===== src/sqrb_pkg.sv =====
`default_nettype none
package sqrb_pkg;

   // ring depth must be a power of two: slot index is the low bits of seq
   localparam int RING_DEPTH = 16;
   localparam int HALF_DEPTH = RING_DEPTH >> 1;
   localparam int IDX_W      = $clog2(RING_DEPTH);
   localparam int CNT_W      = $clog2(RING_DEPTH + 1);

   localparam int REQ_DATA_W = 64;
   localparam int RSP_DATA_W = 96;

   localparam logic [1:0] KIND_DELIVER = 2'd0;
   localparam logic [1:0] KIND_MISS    = 2'd1;
   localparam logic [1:0] KIND_REJECT  = 2'd2;

   typedef struct packed {
      logic [31:0] seq;
      logic [15:0] handle;
      logic [10:0] len;
   } slot_entry_type;

   typedef struct packed {
      logic [1:0]  kind;
      logic [31:0] seq;
      logic [31:0] miss;
      logic [15:0] handle;
      logic [10:0] len;
      logic        last;
   } rsp_item_type;

endpackage
`default_nettype wire


===== src/sqrb_alu.sv =====
`default_nettype none
module sqrb_alu (
   input  wire logic [31:0] a,
   input  wire logic [31:0] b,
   input  wire logic        sub,
   output logic [31:0]      res,
   output logic             borrow,
   output logic             zero
);
   logic [32:0] sum;

   // one 33-bit adder; subtract as a plus inverted b plus one
   assign sum    = {1'b0, a} + {1'b0, (sub ? ~b : b)} + {32'd0, sub};
   assign res    = sum[31:0];
   assign borrow = sub & ~sum[32];
   assign zero   = (sum[31:0] == 32'd0);

endmodule
`default_nettype wire


===== src/sqrb_ring.sv =====
`default_nettype none
module sqrb_ring (
   input  wire logic                        clock,
   input  wire logic                        reset,
   input  wire logic                        wr_en,
   input  wire logic [sqrb_pkg::IDX_W-1:0]  wr_idx,
   input  wire sqrb_pkg::slot_entry_type    wr_entry,
   input  wire logic                        clr_en,
   input  wire logic [sqrb_pkg::IDX_W-1:0]  rd_idx,
   output logic                             rd_valid,
   output sqrb_pkg::slot_entry_type         rd_entry
);
   import sqrb_pkg::*;

   logic [RING_DEPTH-1:0] valid_ff;
   logic [RING_DEPTH-1:0] valid_in;
   slot_entry_type        entry_ff [RING_DEPTH];

   always_comb begin
      valid_in = valid_ff;
      if (clr_en) begin
         valid_in[rd_idx] = 1'b0;
      end
      if (wr_en) begin
         valid_in[wr_idx] = 1'b1;
      end
   end

   always_ff @(posedge clock) begin
      if (reset) begin
         valid_ff <= '0;
      end else begin
         valid_ff <= valid_in;
      end
   end

   always_ff @(posedge clock) begin
      if (wr_en) begin
         entry_ff[wr_idx] <= wr_entry;
      end
   end

   assign rd_valid = valid_ff[rd_idx];
   assign rd_entry = entry_ff[rd_idx];

endmodule
`default_nettype wire


===== src/sqrb_outq.sv =====
`default_nettype none
module sqrb_outq (
   input  wire logic                           clock,
   input  wire logic                           reset,
   input  wire logic                           push_valid,
   input  wire sqrb_pkg::rsp_item_type         push_item,
   output logic                                push_ready,
   input  wire logic                           flush,
   output logic                                flush_done,
   output logic                                rsp_tvalid,
   input  wire logic                           rsp_tready,
   output logic [sqrb_pkg::RSP_DATA_W-1:0]     rsp_tdata,
   output logic [1:0]                          rsp_tuser,
   output logic                                rsp_tlast
);
   import sqrb_pkg::*;

   // pending stage holds one result until it is known whether it is the last
   logic         pend_valid_ff, pend_valid_in;
   rsp_item_type pend_ff, pend_in;
   logic         rsp_valid_ff, rsp_valid_in;
   rsp_item_type rsp_ff, rsp_in;
   logic         out_free;

   assign out_free   = !rsp_valid_ff || rsp_tready;
   assign push_ready = !pend_valid_ff || out_free;
   assign flush_done = !pend_valid_ff || out_free;

   always_comb begin
      pend_valid_in = pend_valid_ff;
      pend_in       = pend_ff;
      rsp_valid_in  = rsp_valid_ff && !rsp_tready;
      rsp_in        = rsp_ff;
      if (push_valid && push_ready) begin
         if (pend_valid_ff) begin
            rsp_in       = pend_ff;
            rsp_in.last  = 1'b0;
            rsp_valid_in = 1'b1;
         end
         pend_in       = push_item;
         pend_valid_in = 1'b1;
      end else if (flush && pend_valid_ff && out_free) begin
         rsp_in        = pend_ff;
         rsp_in.last   = 1'b1;
         rsp_valid_in  = 1'b1;
         pend_valid_in = 1'b0;
      end
   end

   always_ff @(posedge clock) begin
      if (reset) begin
         pend_valid_ff <= 1'b0;
         rsp_valid_ff  <= 1'b0;
      end else begin
         pend_valid_ff <= pend_valid_in;
         rsp_valid_ff  <= rsp_valid_in;
      end
   end

   always_ff @(posedge clock) begin
      pend_ff <= pend_in;
      rsp_ff  <= rsp_in;
   end

   assign rsp_tvalid = rsp_valid_ff;
   assign rsp_tdata  = {5'd0, rsp_ff.len, rsp_ff.handle, rsp_ff.miss, rsp_ff.seq};
   assign rsp_tuser  = rsp_ff.kind;
   assign rsp_tlast  = rsp_ff.last;

endmodule
`default_nettype wire


===== src/sequence_reorder_playout_buffer.sv =====
// a reject result and released results leave through a pending stage, where the last result
// of an arrival (also a lone result) is held until the flush marks it last; the walk steps
// over the slots to release, closes an open missing run ahead of a delivery, folds a count
// beyond a full lap into the run and waits on output stalls; window, count, slot-age and tail
// sums share one 32-bit add/sub unit, the counter steps have their own adders; ready is low
// while an arrival is in work; reset (synchronous, active high) empties every ring slot,
// sets newest and next-release seq to 1 and last delivered seq to 0, no clearing pass
`default_nettype none
module sequence_reorder_playout_buffer (
   input  wire logic                              clock,
   input  wire logic                              reset,
   // request beat: seq_num [31:0], payload_handle [47:32], payload_len [58:48]
   input  wire logic                              req_tvalid,
   output logic                                   req_tready,
   input  wire logic [sqrb_pkg::REQ_DATA_W-1:0]   req_tdata,
   // response beat: seq_num_out [31:0], miss_count [63:32], handle_out [79:64],
   // len_out [90:80]
   output logic                                   rsp_tvalid,
   input  wire logic                              rsp_tready,
   output logic [sqrb_pkg::RSP_DATA_W-1:0]        rsp_tdata,
   // response kind: kind [1:0]
   output logic [1:0]                             rsp_tuser,
   output logic                                   rsp_tlast
);
   import sqrb_pkg::*;

   // sequencer states
   localparam logic [3:0] ST_IDLE = 4'd0;   // waiting for a beat
   localparam logic [3:0] ST_CHK0 = 4'd1;   // newest - depth, newest < depth
   localparam logic [3:0] ST_CHK1 = 4'd2;   // window check on seq
   localparam logic [3:0] ST_CHK2 = 4'd3;   // raise newest
   localparam logic [3:0] ST_CNT0 = 4'd4;   // newest - half depth
   localparam logic [3:0] ST_CNT1 = 4'd5;   // release count
   localparam logic [3:0] ST_CNT2 = 4'd6;   // clip count to ring depth
   localparam logic [3:0] ST_WALK = 4'd7;   // one slot per cycle unless a run closes first or the output stalls
   localparam logic [3:0] ST_END0 = 4'd8;   // fold skipped tail into the run
   localparam logic [3:0] ST_END1 = 4'd9;   // advance next-release past the tail
   localparam logic [3:0] ST_RUN  = 4'd10;  // emit the open missing run
   localparam logic [3:0] ST_FIN  = 4'd11;  // store packet, mark last beat
   localparam logic [3:0] ST_REJ  = 4'd12;  // emit the reject result

   logic [3:0]       state_ff, state_in;

   // latched arrival
   logic [31:0]      seq_ff, seq_in;
   logic [15:0]      handle_ff, handle_in;
   logic [10:0]      len_ff, len_in;
   logic             accepted_ff, accepted_in;

   // sequencer scratch
   logic             flag_ff, flag_in;
   logic [31:0]      tmp_ff, tmp_in;
   logic [CNT_W-1:0] walk_cnt_ff, walk_cnt_in;
   logic [31:0]      rem_ff, rem_in;
   logic [31:0]      run_start_ff, run_start_in;
   logic [31:0]      run_len_ff, run_len_in;

   // buffer state
   logic [31:0]      newest_ff, newest_in;
   logic [31:0]      next_ff, next_in;
   logic [31:0]      last_ff, last_in;

   // shared add/sub unit
   logic [31:0]      alu_a, alu_b, alu_res;
   logic             alu_sub, alu_borrow, alu_zero;

   // ring
   logic             ring_wr_en, ring_clr_en, ring_rd_valid;
   slot_entry_type   ring_wr_entry, ring_rd_entry;

   // result path
   logic             push_valid, push_ready, flush, flush_done;
   rsp_item_type     push_item;

   logic             deliverable;

   sqrb_alu u_alu (
      .a      (alu_a),
      .b      (alu_b),
      .sub    (alu_sub),
      .res    (alu_res),
      .borrow (alu_borrow),
      .zero   (alu_zero)
   );

   assign ring_wr_entry = '{seq: seq_ff, handle: handle_ff, len: len_ff};

   sqrb_ring u_ring (
      .clock    (clock),
      .reset    (reset),
      .wr_en    (ring_wr_en),
      .wr_idx   (seq_ff[IDX_W-1:0]),
      .wr_entry (ring_wr_entry),
      .clr_en   (ring_clr_en),
      .rd_idx   (next_ff[IDX_W-1:0]),
      .rd_valid (ring_rd_valid),
      .rd_entry (ring_rd_entry)
   );

   sqrb_outq u_outq (
      .clock      (clock),
      .reset      (reset),
      .push_valid (push_valid),
      .push_item  (push_item),
      .push_ready (push_ready),
      .flush      (flush),
      .flush_done (flush_done),
      .rsp_tvalid (rsp_tvalid),
      .rsp_tready (rsp_tready),
      .rsp_tdata  (rsp_tdata),
      .rsp_tuser  (rsp_tuser),
      .rsp_tlast  (rsp_tlast)
   );

   assign req_tready = (state_ff == ST_IDLE);

   // operand select for the shared unit
   always_comb begin
      alu_a   = newest_ff;
      alu_b   = 32'(RING_DEPTH);
      alu_sub = 1'b1;
      unique case (state_ff)
         ST_CHK1: begin
            alu_a = tmp_ff;
            alu_b = seq_ff;
         end
         ST_CHK2: begin
            alu_b = seq_ff;
         end
         ST_CNT0: begin
            alu_b = 32'(HALF_DEPTH);
         end
         ST_CNT1: begin
            alu_a = tmp_ff;
            alu_b = next_ff;
         end
         ST_CNT2: begin
            alu_a = tmp_ff;
         end
         ST_WALK: begin
            // borrow means slot seq is above the last delivered one
            alu_a = last_ff;
            alu_b = ring_rd_entry.seq;
         end
         ST_END0: begin
            alu_a   = run_len_ff;
            alu_b   = rem_ff;
            alu_sub = 1'b0;
         end
         ST_END1: begin
            alu_a   = next_ff;
            alu_b   = rem_ff;
            alu_sub = 1'b0;
         end
         default: begin
            alu_a = newest_ff;
         end
      endcase
   end

   assign deliverable = ring_rd_valid && alu_borrow;

   always_comb begin
      state_in     = state_ff;
      seq_in       = seq_ff;
      handle_in    = handle_ff;
      len_in       = len_ff;
      accepted_in  = accepted_ff;
      flag_in      = flag_ff;
      tmp_in       = tmp_ff;
      walk_cnt_in  = walk_cnt_ff;
      rem_in       = rem_ff;
      run_start_in = run_start_ff;
      run_len_in   = run_len_ff;
      newest_in    = newest_ff;
      next_in      = next_ff;
      last_in      = last_ff;
      ring_wr_en   = 1'b0;
      ring_clr_en  = 1'b0;
      push_valid   = 1'b0;
      flush        = 1'b0;
      push_item    = '{kind: KIND_MISS, seq: run_start_ff, miss: run_len_ff,
                       handle: 16'd0, len: 11'd0, last: 1'b0};

      unique case (state_ff)
         ST_IDLE: begin
            if (req_tvalid) begin
               seq_in    = req_tdata[31:0];
               handle_in = req_tdata[47:32];
               len_in    = req_tdata[58:48];
               state_in  = ST_CHK0;
            end
         end
         ST_CHK0: begin
            tmp_in   = alu_res;
            flag_in  = alu_borrow;
            state_in = ST_CHK1;
         end
         ST_CHK1: begin
            // in window when newest is small or seq > newest - depth
            if (flag_ff || alu_borrow) begin
               accepted_in = 1'b1;
               state_in    = ST_CHK2;
            end else begin
               accepted_in = 1'b0;
               state_in    = ST_REJ;
            end
         end
         ST_CHK2: begin
            if (alu_borrow) begin
               newest_in = seq_ff;
            end
            state_in = ST_CNT0;
         end
         ST_CNT0: begin
            tmp_in   = alu_res;
            flag_in  = alu_borrow;
            state_in = ST_CNT1;
         end
         ST_CNT1: begin
            if (flag_ff || alu_borrow || alu_zero) begin
               walk_cnt_in = '0;
               rem_in      = 32'd0;
               state_in    = ST_RUN;
            end else begin
               tmp_in   = alu_res;
               state_in = ST_CNT2;
            end
         end
         ST_CNT2: begin
            if (alu_borrow) begin
               walk_cnt_in = tmp_ff[CNT_W-1:0];
               rem_in      = 32'd0;
            end else begin
               walk_cnt_in = CNT_W'(RING_DEPTH);
               rem_in      = alu_res;
            end
            state_in = ST_WALK;
         end
         ST_WALK: begin
            if (walk_cnt_ff == '0) begin
               state_in = ST_END0;
            end else if (deliverable && (run_len_ff != 32'd0)) begin
               // close the open run first, same slot again next cycle
               push_valid = 1'b1;
               if (push_ready) begin
                  run_len_in = 32'd0;
               end
            end else if (deliverable) begin
               push_valid = 1'b1;
               push_item  = '{kind: KIND_DELIVER, seq: ring_rd_entry.seq, miss: 32'd0,
                              handle: ring_rd_entry.handle, len: ring_rd_entry.len,
                              last: 1'b0};
               if (push_ready) begin
                  last_in     = ring_rd_entry.seq;
                  ring_clr_en = 1'b1;
                  next_in     = next_ff + 32'd1;
                  walk_cnt_in = walk_cnt_ff - CNT_W'(1);
               end
            end else begin
               // empty or stale slot joins the missing run
               if (run_len_ff == 32'd0) begin
                  run_start_in = next_ff;
               end
               run_len_in  = run_len_ff + 32'd1;
               ring_clr_en = 1'b1;
               next_in     = next_ff + 32'd1;
               walk_cnt_in = walk_cnt_ff - CNT_W'(1);
            end
         end
         ST_END0: begin
            if (rem_ff == 32'd0) begin
               state_in = ST_RUN;
            end else begin
               // every slot is empty now, the tail is all missing
               if (run_len_ff == 32'd0) begin
                  run_start_in = next_ff;
               end
               run_len_in = alu_res;
               state_in   = ST_END1;
            end
         end
         ST_END1: begin
            next_in  = alu_res;
            state_in = ST_RUN;
         end
         ST_RUN: begin
            if (run_len_ff == 32'd0) begin
               state_in = ST_FIN;
            end else begin
               push_valid = 1'b1;
               if (push_ready) begin
                  run_len_in = 32'd0;
                  state_in   = ST_FIN;
               end
            end
         end
         ST_REJ: begin
            push_valid = 1'b1;
            push_item  = '{kind: KIND_REJECT, seq: seq_ff, miss: 32'd0,
                           handle: handle_ff, len: len_ff, last: 1'b0};
            if (push_ready) begin
               state_in = ST_FIN;
            end
         end
         ST_FIN: begin
            flush = 1'b1;
            if (flush_done) begin
               ring_wr_en = accepted_ff;
               state_in   = ST_IDLE;
            end
         end
         default: begin
            state_in = ST_IDLE;
         end
      endcase
   end

   always_ff @(posedge clock) begin
      if (reset) begin
         state_ff    <= ST_IDLE;
         accepted_ff <= 1'b0;
         flag_ff     <= 1'b0;
         walk_cnt_ff <= '0;
         run_len_ff  <= 32'd0;
         newest_ff   <= 32'd1;
         next_ff     <= 32'd1;
         last_ff     <= 32'd0;
      end else begin
         state_ff    <= state_in;
         accepted_ff <= accepted_in;
         flag_ff     <= flag_in;
         walk_cnt_ff <= walk_cnt_in;
         run_len_ff  <= run_len_in;
         newest_ff   <= newest_in;
         next_ff     <= next_in;
         last_ff     <= last_in;
      end
   end

   always_ff @(posedge clock) begin
      seq_ff       <= seq_in;
      handle_ff    <= handle_in;
      len_ff       <= len_in;
      tmp_ff       <= tmp_in;
      rem_ff       <= rem_in;
      run_start_ff <= run_start_in;
   end

endmodule
`default_nettype wire


===== config.mk =====
export PLATFORM = sky130hd
export DESIGN_NAME = sequence_reorder_playout_buffer
export DESIGN_NICKNAME = d
export VERILOG_FILES = /design/src/sqrb_pkg.sv /design/src/sqrb_alu.sv /design/src/sqrb_ring.sv /design/src/sqrb_outq.sv /design/src/sequence_reorder_playout_buffer.sv
export SDC_FILE = /design/constraint.sdc
export NUM_CORES = 2
export LEC_CHECK = 0
export BUFFER_PORTS_ARGS = -buffer_cell sky130_fd_sc_hd__buf_2
export CORE_ASPECT_RATIO = 0.6
export CORE_MARGIN = 8
export CORE_UTILIZATION = 30
export DETAILED_ROUTE_END_ITERATION = 8
export SLEW_MARGIN = 20
export SYNTH_ARGS = -nofsm -noshare
export SYNTH_HDL_FRONTEND = slang
export SYNTH_SLANG_ARGS = --single-unit

===== constraint.sdc =====
create_clock -name clock -period 11.65 [get_ports clock]
set_input_delay 1.165 -clock clock [delete_from_list [all_inputs] [get_ports clock]]
set_output_delay 1.165 -clock clock [all_outputs]
set_load 0.01 [all_outputs]

==> summary.txt <==
Yosys
  • Post-synth cell types: 90
  • Synth area leader: edfxtp_1
  • Post-synth EDFFs: 1286
  • Post-synthesis adder-cell area fraction: 0.839%
  • Post-Synth XOR/XNOR Area: 0.587%
  • Synthesized area: 0.0591 mm^2
  • Post-synthesis compound-gate area fraction: 7.41%
  • Top cells by area, synth: edfxtp_1 65%, mux4_2 11%, dfxtp_1 5.5%, nand2_1 2.6%, a21oi_1 1.6%
  • Mapped Avg Cell Area: 16.1 um^2
  • Synth Register Bits: 1447
  • Synth cell count leaders: 1286 x edfxtp_1, 411 x nand2_1, 297 x mux4_2, 193 x a21oi_1, 189 x clkbuf_1
  • Yosys warning total: 0
  • Most frequent cell after synthesis: edfxtp_1
  • Largest family of logic cells by synthesized area: multiplexers
  • Register area share after synthesis: 70.8%
  • Syn Inst Count: 3667
  • Multiplexer share of the synthesized area: 11.6%
  • Top cell type's share of synthesized area: 65.4%
  • Synth Area in Simple Gates: 6.75%
  • Asr flop ratio synth: 0%
  • Most used DFF post-synth: edfxtp_1

Final layout
  • Fillers: 18600
  • Layout cells sized above 1: 21.1%
  • Reg with most FFs: u_ring.entry_ff
  • Final std cells w/o fill: 6562
  • Area Growth Syn to Fin: 14.8%
  • Max reg flops: 944
  • Footprint of the multi-input gates: 0.0163 mm^2
  • Nets@finish: 3932
  • Register area: 0.0419 mm^2

CTS
  • Setup bufs post-CTS: 0
  • Worst skew pair latency: 0.78 ns
  • Num CTS Buffers: 138
  • Deepest clock path buffer count: 3
  • CTS Sinks: 1447
  • Clock slew at reported path FFs: 0.07 ns
  • Root Driver: clkbuf_16
  • CTS tree: built
  • Hold Buf Count CTS: 0
  • Post-cts gate resize count: 0
  • H-tree depth: 4

Die
  • Die height: 360 um
  • Number of I/O pins: 169
  • Initial Util: 30.1%
  • Die Area: 0.212 mm^2
  • Core ar.: 0.196 mm^2
  • Die width: 589 um
  • Row cnt: 126

Detailed routing
  • Initial DRC Count: 5222
  • DRC viols: 0
  • Post-route ant nets: 0
  • DRT Pass-1 Iters: 9
  • WL per Instance: 26.7 um
  • Routed WL: 175 mm
  • Routed vias: 35100
  • Via density: 5.36

Setup path
  • Worst path buffer plus inverter count: 2
  • Crit path capture type: flip-flop
  • Family with the most delay on the worst path: simple AND/OR/NAND/NOR gates
  • Most frequent cell on the critical path: nand4_1
  • Crit path required time: 12.03 ns
  • Startpoint Class: flip-flop
  • Worst Path Arrival: 9.00 ns
  • Worst path cell trace: buf_4 -> mux4_2 -> o21ai_1 -> or2_2 -> a21boi_4 -> inv_1 -> fa_1 -> a211oi_1 -> o211ai_1 -> a21bo_2 -> xnor2_1 -> nand4_1 -> nor4_1 -> nand4_1 -> nor4bb_1 -> nand4_1 -> o21ai_1 -> nand2_1 -> nand2_2
  • Max incr delay on CP: 0.85 ns
  • Slowest stage cell, crit path: dfxtp_4
  • Worst-path fanout max: 48
  • WS Path Type: reg2reg

STA
  • Worst Setup Slack, final: 3.04 ns
  • Fin crit period: 8.61 ns
  • Endpoints failing setup: 0
  • TNS Setup: 0 ns
  • RSZ-0062 raised after global routing: no
  • Worst-margin pin slew: 1.21 ns
  • Final clock period utilization by the worst path: 73.9%
  • Final hold violations: 0
  • Fmax achieved: 0.116 GHz
  • Final slew viol count: 0
  • Worst clock skew: 0.0444 ns
  • Rel. slew slack: 19.1%

Run
  • Max cap viols: 0

Pwr
  • Total leakage power: 21.6 nW
  • Power Density: 253 mW/mm^2
  • Peak supply drop: 0.000295 V

Global routing
  • First-pass GRT wire length: 250 mm
  • Pin count of the biggest net entering global routing: 95
  • Tot GR Track Use: 15.9%
  • Remaining Overflow, GRT: 0
  • Initial antenna violation count: 10
  • Number of global-route vias before repair: 33800

Placed design
  • PortBufs: 158
  • DP Cell Count: 6308
  • Gp weighted congestion: 0.952
  • Dpl ws: 3.35 ns
  • Final HPWL DP: 107 mm

Worst hold path
  • Worst min path class: reg2reg

Run status
  • Status: finished clean
-- layer usage --
layer	up-vias	GRT usage, %	part of all wire [%]
met1	18200	23.5	44
met2	1858	23.4	43
li1	14900	-	-
met5	-	0	0.013
met3	234	4.33	11
met4	4	3.53	1.8
-- power breakdown --
part           switching (W)  leakage (nW)  total, W  internal [W]
registers           0.000305          12.9   0.00661       0.00630
logic                0.00437          6.55   0.00596       0.00158
clock network        0.00202          2.20   0.00461       0.00259
total                0.00669          21.6    0.0172        0.0105
-- logic make-up after synthesis --
family / count (synthesis)
and+or+nand+nor: 879
DFF: 1447
xor gates and xnor gates: 37
AOI/OAI and AO/OA: 654
other: 1
muxes: 313
adders and majority gates: 39
buffers and inverters: 297
-- cell usage in the layout, fill, tap and decap left out, types with 14 or more instances in the layout --
cell type | synthesis | routed
a222oi_1 | 33 | 33
bufinv_16 | 0 | 14
xnor2_1 | 18 | 17
edfxtp_1 | 1286 | 1286
nand4_1 | 26 | 26
clkbuf_1 | 189 | 36
mux4_2 | 297 | 297
clkinv_2 | 0 | 15
clkinv_1 | 1 | 22
a31oi_1 | 28 | 28
a211oi_1 | 25 | 25
nand3_1 | 62 | 62
nor4_1 | 24 | 22
a221oi_1 | 28 | 28
nor2_1 | 181 | 167
buf_4 | 5 | 92
ha_1 | 38 | 38
and3_1 | 25 | 25
clkbuf_16 | 0 | 141
o22ai_1 | 17 | 17
a22oi_1 | 63 | 63
inv_1 | 54 | 49
xor2_1 | 16 | 16
nor3_1 | 32 | 25
and2_1 | 44 | 43
o21ai_0 | 119 | 118
dfxtp_1 | 161 | 156
a21oi_1 | 193 | 190
nand2_1 | 411 | 408
buf_2 | 15 | 157
a22o_1 | 54 | 54
-- layout make-up --
class                   instances  share of cell area (%)
diodes                          3                  0.0111
repair buffers                255                    2.34
multi-input cells            1927                    24.0
well taps                    2624                    4.84
flip-flops and latches       1447                    61.7
clock inverters                68                    1.24
inverters                      56                   0.319
clock buffers                 182                    5.50
-- through the flow --
step | cell area (um^2) | hold WS [ns] | power (W) | util (%)
2_1_floorplan | 59100 | 0.400 | 0.00990 | -
3_3_place_gp | 63200 | 0.402 | 0.0124 | 32.2
3_5_place_dp | 63200 | 0.405 | 0.0124 | 32.2
4_1_cts | 67800 | 0.406 | 0.0170 | 34.6
5_1_grt | 67800 | 0.415 | 0.0178 | 34.6
6_report | 67800 | 0.408 | 0.0172 | 34.6
-- final timing paths --
check                               to  cells after the start                from  slack, ns
hold reg to reg   u_outq.rsp_tdata[19]                      0  u_outq.pend_ff[79]       0.41
setup reg to reg            rem_ff[15]                     19           flip-flop       3.04
hold / removal    u_outq.rsp_tdata[19]                      0  u_outq.pend_ff[79]       0.41
setup / recovery            rem_ff[15]                     19           flip-flop       3.04
(Power assumes the default switching activity.)
